## config.mk

```make
export PLATFORM = sky130hd
export DESIGN_NAME = qxmm_skid
export DESIGN_NICKNAME = d
export VERILOG_FILES = /design/src/qxmm_skid.sv
export SDC_FILE = /design/constraint.sdc
export NUM_CORES = 1
export LEC_CHECK = 0
export BUFFER_PORTS_ARGS = -buffer_cell sky130_fd_sc_hd__buf_4
export CAP_MARGIN = 5
export CORE_MARGIN = 2
export CORE_UTILIZATION = 50
export DETAILED_ROUTE_END_ITERATION = 8
export HOLD_SLACK_MARGIN = 0.03
export MAX_ROUTING_LAYER = met4
export PLACE_DENSITY = 0.84
export SYNTH_ARGS = -nofsm -noshare
export SYNTH_HDL_FRONTEND = slang
export SYNTH_SLANG_ARGS = --single-unit
```

## constraint.sdc

```tcl
create_clock -name clock -period 3.89 [get_ports clock]
set_clock_uncertainty 0.1 [all_clocks]
set_input_delay 0.389 -clock clock [delete_from_list [all_inputs] [get_ports clock]]
set_output_delay 0.389 -clock clock [all_outputs]
set_load 0.01 [all_outputs]
```

## src/qxmm_skid.sv

```systemverilog
`timescale 1ns / 1ps
// Two-entry output buffer with registered ready.
module qxmm_skid #(
   parameter int DATA_W = 8
) (
   input  logic              clock,
   input  logic              reset,
   input  logic              in_valid,
   output logic              in_ready,
   input  logic [DATA_W-1:0] in_data,
   output logic              out_valid,
   input  logic              out_ready,
   output logic [DATA_W-1:0] out_data
);

   logic              out_valid_ff, out_valid_in;
   logic [DATA_W-1:0] out_data_ff, out_data_in;
   logic              skid_valid_ff, skid_valid_in;
   logic [DATA_W-1:0] skid_data_ff, skid_data_in;

   always_comb begin
      out_valid_in  = out_valid_ff;
      out_data_in   = out_data_ff;
      skid_valid_in = skid_valid_ff;
      skid_data_in  = skid_data_ff;
      if (!out_valid_ff || out_ready) begin
         if (skid_valid_ff) begin
            out_valid_in  = 1'b1;
            out_data_in   = skid_data_ff;
            skid_valid_in = 1'b0;
         end else begin
            out_valid_in = in_valid;
            out_data_in  = in_data;
         end
      end else if (in_valid && !skid_valid_ff) begin
         skid_valid_in = 1'b1;
         skid_data_in  = in_data;
      end
   end

   always_ff @(posedge clock) begin
      if (reset) begin
         out_valid_ff  <= 1'b0;
         skid_valid_ff <= 1'b0;
      end else begin
         out_valid_ff  <= out_valid_in;
         skid_valid_ff <= skid_valid_in;
      end
      out_data_ff  <= out_data_in;
      skid_data_ff <= skid_data_in;
   end

   assign in_ready  = !skid_valid_ff;
   assign out_valid = out_valid_ff;
   assign out_data  = out_data_ff;

endmodule

```

== Word-level counts from Yosys, hierarchy flattened ==
Cells that the tools add are included.
Storage, ports and cells
  flip-flop bits (word level): 18
  input port bits: 12
  output and inout port bits: 10
  logic and storage cells: 13
Operators by class
  mux-type cells: 2
  bitwise logic cells: 1
  reduce and logical (&&, ||, !) cells: 6
Operators with widths (number)
  two-way mux 8 bit: 1
  zero test 1 bit: 2
  AND reduction 2 bit: 1
  OR reduction 2 bit: 1
  logical AND 1 bit: 1
  logical OR 1 bit: 1
  two-way mux 1 bit: 1
  inverter 1 bit: 1

== Depth between registers and ports, before layout ==
Gate-level depths: netlist (run 1).
  depth after elaboration: 4
  mapped depth: 3

== Least setup slack after synthesis (run 1) ==
No wires, ideal clock.
  path type: input -> register
  from: input out_ready
  to: register skid_data_ff[0], enable pin
  setup time: 385 ps
  arrival time: 1276 ps
  required time: 3405 ps
  path slack: 2129 ps
  cell stages on the path: 2
  path buffers: 0
  cell sequence: nand2b_4 -> nor3b_1
On the way
  longest elaborated chain between the ends: 3
RTL lines
  from (decl): RTL line 12  | input logic out_ready,
  logical OR 1 bit: RTL line 26  | if (!out_valid_ff || out_ready) begin
  inverter 1 bit (no line)
  AND reduction 2 bit (no line)
  to (signal assigned): RTL line 50  | skid_data_ff <= skid_data_in;
  to (decl): RTL line 19  | logic [DATA_W-1:0] skid_data_ff, skid_data_in;
No other way between the ends.
A chain may end at the register's enable or synchronous reset.

== Final worst setup path (run 1) ==
  from: register skid_valid_ff
  to: register skid_data_ff[4], enable pin
On the way
  longest elaborated chain between the ends: 3
RTL lines
  from (decl): RTL line 18  | logic skid_valid_ff, skid_valid_in;
  from (signal assigned): RTL line 47  | skid_valid_ff <= skid_valid_in;
  zero test 1 bit: RTL line 35  | end else if (in_valid && !skid_valid_ff) begin
  logical AND 1 bit: RTL line 35
  AND reduction 2 bit (no line)
No other way between the ends.

==> impl_metrics.csv, run 1 <==
group,metric,value,unit
yosys,syn_nets,45,
yosys,synth_top_cell_area_share,0.699,
timing,fmax,0.525,GHz
clock_tree,clkSinkCount,18,
route,routed_wl,1050,um
clock_tree,clockBufferDepth,2,
global_routing,grt-ovfl-total,0,
setup_path,path_class,"flop to flop",
yosys,netlist_instances,33,
floorplan,std_cell_rows,13,
clock_tree,postCtsHoldBufs,0,
setup_path,slowest_stage,"nor3b_1",
route,ant_nets,0,
yosys,yosys_warnings,0,
finish,fin_nets,70,
floorplan,die_area,1690,sq um
floorplan,chipHeight,41.1,um
setup_path,slowest_delay,0.93,ns
clock_tree,ctsResizeCount,0,
route,drt_iter0_markers,10,
setup_path,startpoint_type,"flop",
yosys,netlist_top_cells_area,"edfxtp_1 (70%), mux2_4 (15%), dfxtp_1 (5.8%)",
finish,most-common-layout-cells,"buf_4 (21), edfxtp_1 (16), mux2_4 (7)",
route,avgViaCountPerCell,4.88,
pwr,power.leakage,0.359,nW
route,routed-via-count,351,
clock_tree,root_buffer,"clkbuf_4",
setup_path,arrival,1.72,ns
timing,rsz0062_at_grt,"false",
setup_path,endpoint_kind,"flop",
pwr,ir_worst_vdd,0.208,mV
timing,period_needed,1.91,ns
route,first_pass_iters,4,
yosys,synth_area_leader_cell,"edfxtp_1",
finish,fin_area,888,sq um
clock_tree,clk_latency,0.29,ns
place,placed_cells,68,
route,drc_errors,0,
setup_path,required,3.71,ns
timing,slew_headroom,0.287,
run,maxCapViolCount,0,
yosys,synth_area,687,sq um
timing,tightest_slew,1.07,ns
global_routing,grt_max_degree,12,
yosys,synth-seq-cells,18,
floorplan,die_w,41.1,um
finish,layout-drive-gt1-share,0.596,
setup_path,crit_buf_inv,0,
yosys,avgSynthCellArea,20.8,sq um
global_routing,antenna_found_initial,0,
timing,hold_ws,0.162,ns
timing,hold_viol,0,
finish,mostFrequentLayoutCell,"buf_4",
finish,syn_to_final_growth,29.3,%
place,port-buffer-count,21,
global_routing,grt_first_pass_wirelength,1510,um
pwr,power_density,422,nW/um^2
finish,n_antenna_cell,0,
clock_tree,postCtsSetupBuffers,0,
setup_path,crit_chain,"nor3b_1",
place,gp_congestion,0.810,
place,placement.cell_area,852,sq um
clock_tree,path_clk_slew,0.10,ns
setup_path,crit_fanout,11,
setup_path,cp_top_family,"simple AND/OR/NAND/NOR gates",
global_routing,grt_pass1_vias,330,
timing,timing.final.crit_share,0.490,
yosys,yosysSeqAreaShare,0.758,
finish,fill_cells,84,
global_routing,gr-usage-all-layers,0.156,
floorplan,initial_core_util,0.535,
clock_tree,tritoncts,"yes",
clock_tree,numCtsBuffers,3,
yosys,synth_cell_type_count,11,
floorplan,ios,22,
finish,finalNonFillerCells,72,
worst_hold_path,hold_class,"primary input to flop",
timing,setup_violations,0,
outcome,status,"complete, no violations",
timing,final_max_slew_viol_count,0,
floorplan,placeableCoreArea,1280,sq um
clock_tree,htree_levels,1,
route,wl_per_cell,14.6,um
timing,setup_tns,0,ns
-- flip-flops by register name, summed over array words and instances (netlist names) --
| name | count |
|---|---|
| skid_valid_ff | 1 |
| skid_data_ff | 8 |
| out_data | 8 |
| out_valid | 1 |
-- logic make-up after synthesis --
| logic type | count (synthesis) | synth area share |
|---|---|---|
| compound gates | 1 | 0.00728 |
| buf+inv | 2 | 0.0219 |
| flops | 18 | 0.758 |
| mux | 8 | 0.169 |
| simple gates | 4 | 0.0437 |
-- area by class of cell --
cell class / instances / area (sq um) / share of cell area
Sequential cell: 18 / 520 / 0.586
Inverter: 1 / 3.75 / 0.00423
Timing Repair Buffer: 21 / 158 / 0.177
Multi-Input combinational cell: 13 / 151 / 0.170
Tap cell: 15 / 18.8 / 0.0211
Clock buffer: 4 / 36.3 / 0.0408
-- worst paths after layout --
check / slack (ns) / depth (start not counted) / start / endpoint
setup / recovery: 1.98 / 1 / skid_valid_ff / skid_data_ff[4]
hold / removal: 0.16 / 2 / reset / out_valid
setup reg to reg: 1.98 / 1 / skid_valid_ff / skid_data_ff[4]
hold reg to reg: 0.46 / 1 / skid_data_ff[1] / out_data[1]
-- layer usage --
layer  global-route usage  vias to the layer above  share of wire
met5                    -                        -              0
li1                     -                      175              -
met2                0.219                       12           0.51
met3               0.0652                        0          0.054
met1                0.204                      164           0.43
met4               0.0500                        0              0
-- synth_stat cells, drive strengths merged --
library cell	number
a21oi	1
nor3b	1
nor2	1
inv	1
mux2	8
nor3	1
edfxtp	16
dfxtp	2
buf	1
nand2b	1
-- power breakdown --
| group | internal, mW | leakage (nW) | switching (mW) |
|---|---|---|---|
| Sequential | 0.221 | 0.172 | 0.00410 |
| Clock | 0.0570 | 0.0210 | 0.0556 |
| Combinational | 0.0235 | 0.166 | 0.0141 |
-- per-stage QoR --
stage / setup WS (ns) / utilization / power, mW
after CTS: 1.95 / 0.691 / 0.379
after detailed placement: 1.77 / 0.663 / 0.268
final: 1.98 / 0.691 / 0.375
after floorplan: 2.13 / - / 0.245
after global routing: 1.84 / 0.691 / 0.390
after global placement: 1.87 / 0.663 / 0.266
Note: power is estimated with default switching activity, not from simulation.
==> run 2: changes to the inputs <==
--- a/config.mk
+++ b/config.mk
@@ -8,11 +8,11 @@
 export BUFFER_PORTS_ARGS = -buffer_cell sky130_fd_sc_hd__buf_4
 export CAP_MARGIN = 5
 export CORE_MARGIN = 2
-export CORE_UTILIZATION = 50
+export CORE_UTILIZATION = 47
 export DETAILED_ROUTE_END_ITERATION = 8
 export HOLD_SLACK_MARGIN = 0.03
 export MAX_ROUTING_LAYER = met4
-export PLACE_DENSITY = 0.84
+export PLACE_DENSITY = 0.8
 export SYNTH_ARGS = -nofsm -noshare
 export SYNTH_HDL_FRONTEND = slang
 export SYNTH_SLANG_ARGS = --single-unit
==> constraint.sdc (replaced) <==
create_clock -name clock -period 1.97 [get_ports clock]
set_clock_uncertainty 0.1 [all_clocks]
set_input_delay 0.197 -clock clock [delete_from_list [all_inputs] [get_ports clock]]
set_output_delay 0.197 -clock clock [all_outputs]
set_load 0.01 [all_outputs]
==> run 2 against run 1 <==
Critical path depth is 1 higher. Non-clock buffer count is 11 higher. Sequential share of layout area is 5.5 points lower. Critical path type is now flop to primary output. Sequential power is 97% higher. Via count is 11% higher. Clock-buffer cell count is 1 lower. Cell count is 14% higher. Register-to-register slack worse by 1.4 ns. Worst setup slack worse by 1.5 ns. Combinational power is 140% higher.
==> impl_metrics.csv, run 2 (synthesized netlist as in run 1, its figures left out) <==
group,metric,value,unit
floorplan,initial_core_util,0.515,
setup_path,crit_chain,"inv_1, buf_4",
pwr,clkPwrFrac,0.245,
run,maxCapViolCount,0,
finish,syn_to_final_growth,42.6,%
setup_path,endpoint_kind,"primary output",
pwr,switching_share,0.198,
floorplan,die_area,1780,sq um
floorplan,std_cell_rows,13,
worst_hold_path,hold_depth,3,
finish,layout-drive-gt1-share,0.522,
timing,final_max_slew_viol_count,0,
global_routing,grt-ovfl-total,0,
pwr,power.leakage,0.400,nW
timing,timing.final.crit_share,0.765,
timing,setup_tns,0,ns
setup_path,crit_cells,2,
route,drt_iter0_markers,4,
timing,tightest_slew,0.558,ns
pwr,seqPwrFrac,0.628,
place,pre_cts_slack,0.556,ns
clock_tree,ctsResizeCount,0,
setup_path,crit_buf_inv,2,
finish,fin_nets,81,
clock_tree,htree_levels,1,
finish,multi_input_area,151,sq um
pwr,power_switching,140,uW
pwr,power_density,720,nW/um^2
floorplan,chipHeight,42.2,um
pwr,comb_power_share,0.127,
finish,most-common-layout-cells,"buf_4 (23), edfxtp_1 (16), dlygate4sd3_1 (9)",
clock_tree,clockBufferDepth,2,
place,gp_congestion,0.728,
route,routed_wl,1070,um
place,dp.final_hpwl,724,um
floorplan,placeableCoreArea,1330,sq um
finish,n_antenna_cell,0,
route,ant_nets,0,
worst_hold_path,hold_class,"primary input to flop",
clock_tree,tritoncts,"yes",
setup_path,path_class,"flop to primary output",
setup_path,cp_top_family,"flip-flops",
setup_path,reg2regPathDepth,1,
setup_path,reg2reg_setup_slack,0.56,ns
pwr,p_int,566,uW
timing,rsz0062_at_grt,"false",
route,wl_per_cell,13.1,um
global_routing,grt_first_pass_wirelength,1810,um
global_routing,gr-usage-all-layers,0.143,
timing,fmax,0.664,GHz
timing,hold_viol,0,
place,placement.cell_area,867,sq um
finish,fill_cells,90,
global_routing,antenna_found_initial,0,
floorplan,die_w,42.2,um
setup_path,required,1.67,ns
place,port-buffer-count,21,
route,avgViaCountPerCell,4.76,
setup_path,arrival,1.21,ns
setup_path,crit_fanout,11,
finish,mostFrequentLayoutCell,"buf_4",
clock_tree,path_clk_slew,0.09,ns
clock_tree,postCtsHoldBufs,9,
timing,setup_violations,0,
finish,seq_area,520,sq um
timing,period_needed,1.51,ns
floorplan,ios,22,
global_routing,grt_max_degree,12,
clock_tree,clk_latency,0.28,ns
route,drc_errors,0,
timing,fin_ws,0.464,ns
route,first_pass_iters,2,
timing,slew_headroom,0.627,
setup_path,slowest_stage,"dfxtp_1",
setup_path,startpoint_type,"flop",
clock_tree,root_buffer,"clkbuf_4",
pwr,ir_worst_vdd,0.433,mV
finish,fin_area,980,sq um
clock_tree,numCtsBuffers,3,
route,routed-via-count,390,
clock_tree,postCtsSetupBuffers,0,
setup_path,slowest_delay,0.68,ns
outcome,status,"complete, no violations",
clock_tree,clkSinkCount,18,
global_routing,grt_pass1_vias,407,
-- run 2: worst paths after layout --
kind              startpoint          end
max            skid_valid_ff     in_ready
min                 in_valid    out_valid
max reg2reg    skid_valid_ff  out_data[5]
min reg2reg  skid_data_ff[3]  out_data[3]
-- run 2: final cells by class --
cell class,instances,share of cell area
Clock buffer,3,0.0230
Inverter,1,0.00383
Multi-Input combinational cell,13,0.155
Sequential cell,18,0.531
Tap cell,15,0.0192
Timing Repair Buffer,32,0.268
-- run 2: through the flow --
stage               power [mW]  hold slack (ns)  cells  utilization
floorplan                0.483            0.166     33            -
global placement         0.526            0.264     70        0.650
detailed placement       0.528            0.269     70        0.650
CTS                      0.710           0.0995     82        0.735
global route             0.733            0.122     82        0.735
finish                   0.706           0.0984     82        0.735
-- run 2: power by group through the flow --
stage	logic (mW)	registers [mW]	clock network, mW
2_1_floorplan	0.0250	0.458	0
6_report	0.0899	0.443	0.173
3_5_place_dp	0.0763	0.452	0
4_1_cts	0.0907	0.443	0.176
5_1_grt	0.0975	0.445	0.191
3_3_place_gp	0.0746	0.452	0
-- run 2: layer usage --
layer	wire [um]	GRT usage	vias up
li1	-	-	195
met2	543	0.231	14
met5	0	-	-
met4	0	0.0750	0
met1	465	0.171	181
met3	63	0.0259	0
==> run 3: changes to the inputs <==
==> constraint.sdc (replaced) <==
create_clock -name clock -period 1.45 [get_ports clock]
set_clock_uncertainty 0.1 [all_clocks]
set_input_delay 0.145 -clock clock [delete_from_list [all_inputs] [get_ports clock]]
set_output_delay 0.145 -clock clock [all_outputs]
set_load 0.01 [all_outputs]
==> run 3 against run 2 <==
Via count is 2.8% higher. Combinational power is 45% higher. Sequential power is 36% higher. Die area stayed put. Sequential share of layout area is 1.8 points lower. Sequential cell count stayed put. Non-clock buffer count is 2 higher. Critical path depth is 1 higher. Worst setup slack worse by 0.27 ns. Critical path type unchanged. Register-to-register slack worse by 0.36 ns.
==> impl_metrics.csv, run 3 (synthesized netlist as in run 1, its figures left out) <==
group,metric,value,unit
outcome,status,"complete, no violations",
timing,slew_headroom,0.877,
worst_hold_path,hold_class,"primary input to flop",
timing,period_needed,1.25,ns
clock_tree,numCtsBuffers,3,
pwr,ir_worst_vdd,0.516,mV
clock_tree,clockBufferDepth,2,
finish,syn_to_final_growth,47.5,%
timing,setup_violations,0,
finish,multi_input_area,156,sq um
global_routing,grt_max_degree,12,
place,port-buffer-count,21,
setup_path,arrival,1.01,ns
finish,mostFrequentLayoutCell,"buf_4",
global_routing,antenna_found_initial,0,
floorplan,initial_core_util,0.515,
floorplan,std_cell_rows,13,
route,drt_iter0_markers,5,
setup_path,r2r-end,"skid_data_ff[5]",
setup_path,reg2reg_setup_slack,0.20,ns
setup_path,crit_fanout,11,
setup_path,endpoint_kind,"primary output",
finish,layout-drive-gt1-share,0.557,
timing,setup_tns,0,ns
floorplan,die_area,1780,sq um
floorplan,placeableCoreArea,1330,sq um
route,wl_per_cell,14.9,um
route,routed-via-count,401,
clock_tree,clk_latency,0.28,ns
clock_tree,tritoncts,"yes",
setup_path,slowest_delay,0.32,ns
setup_path,slowest_stage,"dfxtp_1",
global_routing,grt_first_pass_wirelength,1880,um
timing,timing.final.crit_share,0.864,
pwr,power.leakage,0.419,nW
timing,final_max_slew_viol_count,0,
finish,fin_nets,83,
timing,tightest_slew,0.185,ns
finish,fill_cells,78,
finish,seq_area,520,sq um
route,routed_wl,1270,um
setup_path,startpoint_type,"flop",
place,gp_congestion,0.671,
route,first_pass_iters,3,
route,avgViaCountPerCell,4.72,
timing,rsz0062_at_grt,"false",
floorplan,die_w,42.2,um
setup_path,required,1.21,ns
clock_tree,root_buffer,"clkbuf_4",
clock_tree,clkSinkCount,18,
pwr,power_density,1020,nW/um^2
global_routing,gr-usage-all-layers,0.150,
clock_tree,path_clk_slew,0.10,ns
setup_path,r2r-start,"skid_valid_ff",
route,ant_nets,0,
worst_hold_path,min_from,"in_valid",
finish,fin_util,0.760,
clock_tree,ctsResizeCount,0,
place,dp.final_hpwl,879,um
timing,fmax,0.798,GHz
setup_path,path_class,"flop to primary output",
timing,hold_viol,0,
finish,most-common-layout-cells,"buf_4 (25), edfxtp_1 (16), dlygate4sd3_1 (9)",
setup_path,crit_end,"in_ready",
setup_path,reg2regPathDepth,3,
global_routing,grt_pass1_vias,436,
floorplan,ios,22,
setup_path,crit_path_start,"skid_valid_ff",
route,drc_errors,0,
setup_path,crit_chain,"buf_4, inv_1, buf_4",
setup_path,critPathMostFrequentCell,"buf_4",
floorplan,chipHeight,42.2,um
clock_tree,htree_levels,1,
finish,n_antenna_cell,0,
run,maxCapViolCount,0,
global_routing,grt-ovfl-total,0,
run 3: changes by cell type in the layout (fill, tap and decap cells not counted):
cell	delta
nor3b_1	-1
clkbuf_8	+1
buf_4	+2
nor3b_2	+1
run 3: worst min path at each step:
stage	to	slack, ns	cells after the start
global placement	out_valid	0.21	2
global route	skid_valid_ff	0.05	3
CTS	skid_valid_ff	0.05	3
finish	skid_valid_ff	0.04	3
detailed placement	out_valid	0.23	2
floorplan	out_valid	0.11	1
run 3: worst max-delay path: cells and delay by family (launching register included):
family / cells / cell delay [ns]
buffers and inverters: 3 / 0.41
DFF: 1 / 0.32
run 3: layer usage:
layer  vias to the layer above  GRT usage  wire, um
li1                        198          -         -
met1                       192      0.161       527
met2                        11      0.274       695
met3                         0     0.0259        44
met4                         0     0.0563         0
met5                         -          -         0
run 3: report_power, final:
part	internal (mW)	total, mW	switching, mW
Clock	0.153	0.299	0.147
Sequential	0.592	0.601	0.00843
Combinational	0.0838	0.130	0.0465
run 3: through the flow:
stage | instances | cell area (sq um) | worst slack (ns) | hold slack, ns | total power, mW
after floorplan | 33 | 692 | 0.0116 | 0.114 | 0.657
after global placement | 72 | 887 | 0.256 | 0.214 | 0.720
after detailed placement | 72 | 887 | 0.207 | 0.227 | 0.725
after CTS | 85 | 1010 | 0.169 | 0.0478 | 1.04
after global routing | 85 | 1010 | 0.141 | 0.0536 | 1.06
final | 85 | 1010 | 0.197 | 0.0378 | 1.03
run 3: area by class of cell:
type,count,share of cell area
multi-input cells,13,0.154
flip-flops and latches,18,0.514
repair buffers,34,0.274
inverters,1,0.00370
well taps,15,0.0185
clock buffers,4,0.0358
run 3: repair_timing:
| action | in CTS | in global routing |
|---|---|---|
| hold buffers | 9 | 0 |
| buffers inserted | 0 | 0 |
| hold endpoints to repair | 10 | 0 |
